==> src/lwp_pkg.sv <==
`default_nettype none
package lwp_pkg;

	localparam int MaxDim = 256;

	// Quotient layout of the ratio unit: integer bits below the clamp point
	// plus the fraction bits of a Q.16 result.
	localparam int SatShift = 13;
	localparam int FracBits = 16;
	localparam int DivSteps = SatShift + FracBits;
	localparam int DivLat = DivSteps + 3;

	localparam int QDepth = 4;

	localparam int InW = 304;
	localparam int OutW = 96;

	localparam logic [1:0] RegPanU = 2'd0;
	localparam logic [1:0] RegPanV = 2'd1;
	localparam logic [1:0] RegScaleU = 2'd2;
	localparam logic [1:0] RegScaleV = 2'd3;

	localparam logic signed [65:0] Max32 = 66'sd2147483647;
	localparam logic signed [65:0] Min32 = -66'sd2147483648;

	typedef struct packed {
		logic [2:0][31:0] o;
		logic [2:0][31:0] v;
		logic [2:0][32:0] opu;
		logic [2:0][32:0] vmu;
		logic [7:0]       col;
		logic [31:0]      a;
		logic [31:0]      b;
		logic [32:0]      amb;
		logic             deg;
	} edge_t;

	typedef struct packed {
		edge_t       e;
		logic [33:0] n0;
		logic [31:0] d0;
		logic [34:0] n1;
		logic [32:0] d1;
	} qent_t;

	typedef struct packed {
		logic [2:0][31:0] p0;
		logic [2:0][32:0] diff;
		logic             deg;
	} span_t;

	function automatic logic signed [31:0] sat32(input logic signed [65:0] val);
		if (val > Max32) begin
			return 32'sh7fffffff;
		end else if (val < Min32) begin
			return 32'sh80000000;
		end
		return 32'(val);
	endfunction

	function automatic logic [7:0] clamp_idx(input logic [7:0] idx);
		if ({24'b0, idx} > 32'(MaxDim - 1)) begin
			return 8'(MaxDim - 1);
		end
		return idx;
	endfunction

endpackage
`default_nettype wire

==> src/lwp_queue.sv <==
`default_nettype none
module lwp_queue import lwp_pkg::*; (
	input  wire        clk,
	input  wire        arst_n,
	input  wire        push,
	input  wire qent_t push_data,
	output logic       full,
	input  wire        pop,
	output logic       head_valid,
	output qent_t      head
);

	localparam int PtrW = $clog2(QDepth);
	localparam int CntW = $clog2(QDepth + 1);

	qent_t           mem_q [QDepth];
	logic [PtrW-1:0] wr_q, rd_q;
	logic [CntW-1:0] cnt_q;
	logic            do_push, do_pop;

	assign full = cnt_q == CntW'(QDepth);
	assign head_valid = cnt_q != '0;
	assign head = mem_q[rd_q];
	assign do_push = push & ~full;
	assign do_pop = pop & head_valid;

	always_ff @(posedge clk or negedge arst_n) begin
		if (!arst_n) begin
			wr_q  <= '0;
			rd_q  <= '0;
			cnt_q <= '0;
		end else begin
			if (do_push) begin
				wr_q <= (wr_q == PtrW'(QDepth - 1)) ? '0 : wr_q + 1'b1;
			end
			if (do_pop) begin
				rd_q <= (rd_q == PtrW'(QDepth - 1)) ? '0 : rd_q + 1'b1;
			end
			cnt_q <= cnt_q + CntW'(do_push) - CntW'(do_pop);
		end
	end

	always_ff @(posedge clk) begin
		if (do_push) begin
			mem_q[wr_q] <= push_data;
		end
	end

endmodule
`default_nettype wire

==> config.mk <==
export PLATFORM = sky130hd
export DESIGN_NAME = lwp_queue
export DESIGN_NICKNAME = d
export VERILOG_FILES = /design/src/lwp_pkg.sv /design/src/lwp_queue.sv
export SDC_FILE = /design/constraint.sdc
export NUM_CORES = 2
export LEC_CHECK = 0
export BUFFER_PORTS_ARGS = -buffer_cell sky130_fd_sc_hd__buf_2
export CAP_MARGIN = 20
export CORE_AREA = 5 5 493 495
export CTS_CLUSTER_DIAMETER = 150
export CTS_CLUSTER_SIZE = 8
export DETAILED_ROUTE_END_ITERATION = 6
export DIE_AREA = 0 0 498 500
export GPL_TIMING_DRIVEN = 1
export PLACE_DENSITY = 0.63
export SYNTH_ARGS = -nofsm -noshare
export SYNTH_HDL_FRONTEND = slang
export SYNTH_SLANG_ARGS = --single-unit
==> constraint.sdc <==
create_clock -name clk -period 51 [get_ports clk]
set_clock_uncertainty 0.05 [all_clocks]
set_input_delay 10.2 -clock clk [delete_from_list [all_inputs] [get_ports clk]]
set_output_delay 10.2 -clock clk [all_outputs]
set_load 0.02 [all_outputs]
# Yosys cells after proc, flatten, opt, wreduce, memory -nomap -nowiden
# Memories as Yosys holds them, arrays and structs flattened.
# Index checks and enable logic that the tools add are counted.
word_totals:
  regBits: 7
  ram_bits: 2520
  in_bits: 634
  word_cells: 19
  n_memories: 1
mem_list:
  columns: ["name", "words", "word_bits", "rd", "rd_ports_with_merged_regs", "write_ports", "line_no", "text"]
  rows:
  - ["mem_q", 4, 630, 1, 0, 1, "lwp_queue.sv:16", "qent_t mem_q [QDepth];"]
op_classes:
  addsub: 4
  eq_ne: 3
  muxes: 4
  bitwise: 3
  reduce_logical: 1
ops:
  columns: ["op", "n"]
  rows:
  - ["adder 2 x 1 -> 2 bit (second input constant)", 2]
  - ["== test 2 bit (second input constant)", 2]
  - ["2-to-1 mux 2 bit", 2]
  - ["adder 3 x 1 -> 3 bit", 1]
  - ["== test 3 bit (second input constant)", 1]
  - ["nonzero test 3 bit", 1]
  - ["subtractor 3 x 1 -> 3 bit", 1]
  - ["AND 1 bit", 2]
  - ["2-to-1 mux 1 bit", 2]
  - ["inverter 1 bit", 1]

# Depth between registers and ports, before layout
logic_depth:
  word_depth: 5
  mapped_depth: 10
  ltp_nobuf: 9

# Worst setup path before layout
# Ideal clock, no wire load.
synth_path:
  path_kind: "input to register"
  start: "in push"
  end: "mem mem_q[3][0] in the netlist's numbering (enable)"
  t_arrival_ns: 24.509
  setup_slack_ns: 25.359
  stages: 1
  n_path_buf: 0
  path_cell_list: "and3_1"
synth_via:
  elab_chain_cells: 3
synth_lines:
  columns: ["item", "line_no", "text"]
  rows:
  - ["start, declared", "lwp_queue.sv:5", "input wire push,"]
  - ["AND 1 bit", "lwp_queue.sv:24", "assign do_push = push & ~full;"]
  - ["2-to-1 mux 1 bit", "lwp_queue.sv:44", "if (do_push) begin"]
  - ["2-to-1 mux 1 bit (not written as such)", "lwp_queue.sv:45", "mem_q[wr_q] <= push_data;"]
  - ["end, declared", "lwp_queue.sv:16", null]
# No other way between the ends.

==> results_tabular.tex <==
\begin{tabular}{lr}
\hline
Metric & Value \\
\hline
\multicolumn{2}{l}{\textbf{Worst setup path}} \\
\quad Arrival time worst endpoint & 5990 ps \\
\quad Highest net fanout along the worst path & 124 \\
\quad Element type at the critical path end & primary output \\
\quad Required arrival time at the worst endpoint & 40750 ps \\
\quad Crit Path Class & reg -> out \\
\quad Kind of start point of the critical path & flop \\
\multicolumn{2}{l}{\textbf{Finish}} \\
\quad Top library cells by usage in the layout, fill and taps aside & 2520 x sky130\_fd\_sc\_hd\_\_edfxtp\_1, 1265 x sky130\_fd\_sc\_hd\_\_buf\_2, 630 x sky130\_fd\_sc\_hd\_\_mux4\_2 \\
\quad Most frequent standard cell in the layout excluding fill and tap cells & sky130\_fd\_sc\_hd\_\_edfxtp\_1 \\
\quad Synthesis-to-finish area growth & 21.38\% \\
\quad Post-layout nets & 5528 \\
\quad Share of post-route cells with drive strength above 1 & 0.4770 \\
\quad Count of non-filler cells in the finished layout & 8148 \\
\multicolumn{2}{l}{\textbf{Placement}} \\
\quad Gpl congestion & 0.8061 \\
\quad Post-placement cell count & 7684 \\
\quad Hpwl dp & 158.8 mm \\
\quad Number of buffers inserted by port buffering & 1265 \\
\multicolumn{2}{l}{\textbf{Min path}} \\
\quad Worst hold path type & reg -> reg \\
\multicolumn{2}{l}{\textbf{Synth}} \\
\quad Cell Area, Synth & 91360 sq um \\
\quad Sequential cell area fraction in the yosys report & 0.8302 \\
\quad Total nets after synthesis & 3976 \\
\quad Fraction of synthesized cell area taken by the top area cell type & 0.8283 \\
\quad Cells after synthesis & 3334 \\
\quad Mux contribution to synthesized area & 0.1555 \\
\quad XOR/XNOR Fraction of Synth Area & 0.0001917 \\
\quad Main combinational cell family by area after synthesis & multiplexers \\
\quad Post-Synth Simple-Gate Area & 0.001013 \\
\quad Distinct cell type count after synthesis & 25 \\
\quad Compound-cell area share of the yosys netlist & 0.0002602 \\
\quad Adder-cell share of the synthesized area & 0.001178 \\
\quad Post-synthesis area per instance & 27.40 sq um \\
\quad Syn. warnings & 0 \\
\quad FF+latch count, synth & 2527 \\
\quad Area contributors post-synth & sky130\_fd\_sc\_hd\_\_edfxtp\_1 83\%, sky130\_fd\_sc\_hd\_\_mux4\_2 16\%, sky130\_fd\_sc\_hd\_\_buf\_6 0.65\% \\
\quad Post-synth top area cell & sky130\_fd\_sc\_hd\_\_edfxtp\_1 \\
\multicolumn{2}{l}{\textbf{Route}} \\
\quad Count of unresolved DRC violations after routing & 0 \\
\quad Average wire per cell in the routed design & 29.02 microns \\
\quad First DRT Iteration DRCs & 4159 \\
\quad Detailed-route via count & 42900 \\
\quad Average via count per standard cell & 5.265 \\
\quad Total wirelength of the detailed-routed design & 236.5 mm \\
\quad Antenna violation net count after detailed routing & 0 \\
\quad First-pass detailed-route iteration total & 5 \\
\multicolumn{2}{l}{\textbf{Clock network}} \\
\quad Post-CTS sizing & 0 \\
\quad Total setup buffers inserted after CTS & 0 \\
\quad Number of buffers on the longest clock path & 4 \\
\quad Cell chosen for the clock root & sky130\_fd\_sc\_hd\_\_clkbuf\_16 \\
\quad CTS buffer count & 367 \\
\quad Number of buffers inserted for hold repair after clock tree synthesis & 0 \\
\quad H-tree Lvls & 5 \\
\quad TritonCTS sink count & 2527 \\
\quad Clock latency reported for the late side of the worst-skew pair & 900 ps \\
\quad TritonCTS clock tree & yes \\
\quad Clock slew seen by the registers of the worst setup and hold paths & 50 ps \\
\multicolumn{2}{l}{\textbf{STA}} \\
\quad Relative slew margins & 0.2717 \\
\quad Peak Freq & 0.06159 GHz \\
\quad Sum Neg Setup Slack & 0 ps \\
\quad Setup repair after global routing missed its margin & false \\
\quad Period minus WS final & 16240 ps \\
\quad Worst-margin pin slew & 1092 ps \\
\quad Hold Vio Cnt, Final & 0 \\
\quad Max-slew violations & 0 \\
\quad Total of endpoints with negative setup slack in the final report & 0 \\
\quad Final cycle utilization of the critical path & 0.3183 \\
\multicolumn{2}{l}{\textbf{Die}} \\
\quad Count of pins on the block boundary & 1266 \\
\quad Number of placement rows & 179 \\
\quad Floorplan die area & 249000 sq um \\
\quad Initial cell density of the core & 0.3848 \\
\quad Die width & 498 microns \\
\quad Core region area & 237400 sq um \\
\quad Y dimension of the die & 500 microns \\
\multicolumn{2}{l}{\textbf{Job}} \\
\quad Maximum capacitance violations & 0 \\
\multicolumn{2}{l}{\textbf{Pwr}} \\
\quad Peak supply drop & 0.00004517 V \\
\quad Leakage & 37.26 nW \\
\quad Power density of the placed cells & 64.27 nW/um\^{}2 \\
\multicolumn{2}{l}{\textbf{Global route}} \\
\quad Global-route wire length before repair & 333.3 mm \\
\quad Total global routing overflow & 0 \\
\quad Via count of the first global-routing pass & 44630 \\
\quad GR Util All Layers & 0.1862 \\
\quad Antenna violations before repair & 193 \\
\quad Maximum number of pins on one net before global-route repair & 125 \\
\multicolumn{2}{l}{\textbf{Run status}} \\
\quad Status & completed \\
\hline
\end{tabular}
==> cell families after synthesis <==
kind of cell,count (synthesis)
compound gates,3
xor+xnor,2
fa+ha+maj,8
buf+inv,148
flops,2527
mux,632
simple gates,14
==> routing by layer <==
layer | track usage | share of wire | vias up | wire length, microns
met5 | 0 | 0.0033 | - | 782
met1 | 0.2311 | 0.37 | 22400 | 87550
met3 | 0.07957 | 0.11 | 618 | 26770
met4 | 0.05134 | 0.028 | 122 | 6549
li1 | - | - | 17650 | -
met2 | 0.3011 | 0.49 | 2109 | 114800
==> final cells by class <==
| cell class | count | area, sq um |
|---|---|---|
| fill | 19430 | 126500 |
| sequential | 2527 | 75860 |
| multi-input combinational | 659 | 14470 |
| clock buffer | 390 | 9334 |
| timing repair buffer | 1324 | 6887 |
| tap | 3167 | 3963 |
| clock inverter | 15 | 214.0 |
| antenna | 59 | 147.6 |
| inverter | 7 | 26.28 |
==> registers in the layout (all words and copies together) (netlist names) <==
signal,count
mem_q,2520
cnt_q,3
rd_q,2
wr_q,2
==> cell usage after synthesis <==
| master | number |
|---|---|
| sky130_fd_sc_hd__or3_1 | 1 |
| sky130_fd_sc_hd__nand4bb_1 | 1 |
| sky130_fd_sc_hd__buf_2 | 56 |
| sky130_fd_sc_hd__nor2_1 | 1 |
| sky130_fd_sc_hd__a211o_1 | 1 |
| sky130_fd_sc_hd__dfrtp_1 | 7 |
| sky130_fd_sc_hd__o31ai_1 | 1 |
| sky130_fd_sc_hd__mux2_2 | 2 |
| sky130_fd_sc_hd__or3b_2 | 1 |
| sky130_fd_sc_hd__nor2b_1 | 1 |
| sky130_fd_sc_hd__nor4bb_1 | 1 |
| sky130_fd_sc_hd__nor3b_1 | 1 |
| sky130_fd_sc_hd__ha_1 | 7 |
| sky130_fd_sc_hd__nand2b_1 | 1 |
| sky130_fd_sc_hd__mux4_2 | 630 |
| sky130_fd_sc_hd__clkbuf_1 | 22 |
| sky130_fd_sc_hd__inv_1 | 7 |
| sky130_fd_sc_hd__edfxtp_1 | 2520 |
| sky130_fd_sc_hd__xnor2_1 | 2 |
| sky130_fd_sc_hd__buf_6 | 53 |
| sky130_fd_sc_hd__and3_1 | 4 |
| sky130_fd_sc_hd__nand2_1 | 2 |
| sky130_fd_sc_hd__buf_4 | 10 |
| sky130_fd_sc_hd__o211ai_1 | 1 |
| sky130_fd_sc_hd__fa_1 | 1 |
==> where the power goes <==
part / leakage, nW / switching (mW) / internal (mW)
clock: 4.68 / 0.794 / 1.27
sequential: 23.2 / 0.0945 / 2.74
combinational: 9.42 / 1.44 / 0.794
total: 37.3 / 2.33 / 4.80
==> path summary, 6_finish.rpt <==
| path | slack [ps] | end | cells after the start | startpoint |
|---|---|---|---|---|
| min in group asynchronous | 9110 | rd_q[1] | 1 | arst_n |
| worst min register to register | 560 | cnt_q[0] | 1 | cnt_q[0] |
| worst max register to register | 44720 | mem_q[1][455] | 7 | cnt_q[2] |
| worst max-delay path | 34760 | head[480] | 6 | rd_q[1] |
| worst min-delay path | 560 | cnt_q[0] | 1 | cnt_q[0] |
| max in group asynchronous | 41540 | rd_q[0] | 1 | arst_n |
==> worst max-delay path: stages (launching register included) <==
cell and delay (ps):
sky130_fd_sc_hd__dfrtp_4 1090, sky130_fd_sc_hd__buf_12 590, sky130_fd_sc_hd__buf_4 870, sky130_fd_sc_hd__buf_4 710
sky130_fd_sc_hd__buf_4 790, sky130_fd_sc_hd__mux4_2 460, sky130_fd_sc_hd__buf_2 190
==> metrics by stage <==
step	util	instance area (sq um)	setup slack, ps	hold WS [ps]	power, mW
after floorplan	-	91360	25360	492.5	4.593
after detailed placement	0.4263	101200	34970	541.8	5.154
after global routing	0.4666	110800	34130	600.4	7.434
final	0.4671	110900	34760	557.6	7.128
after CTS	0.4665	110800	34560	554.4	7.236
after global placement	0.4263	101200	34980	528.0	5.140
(Power assumes the default switching activity.)
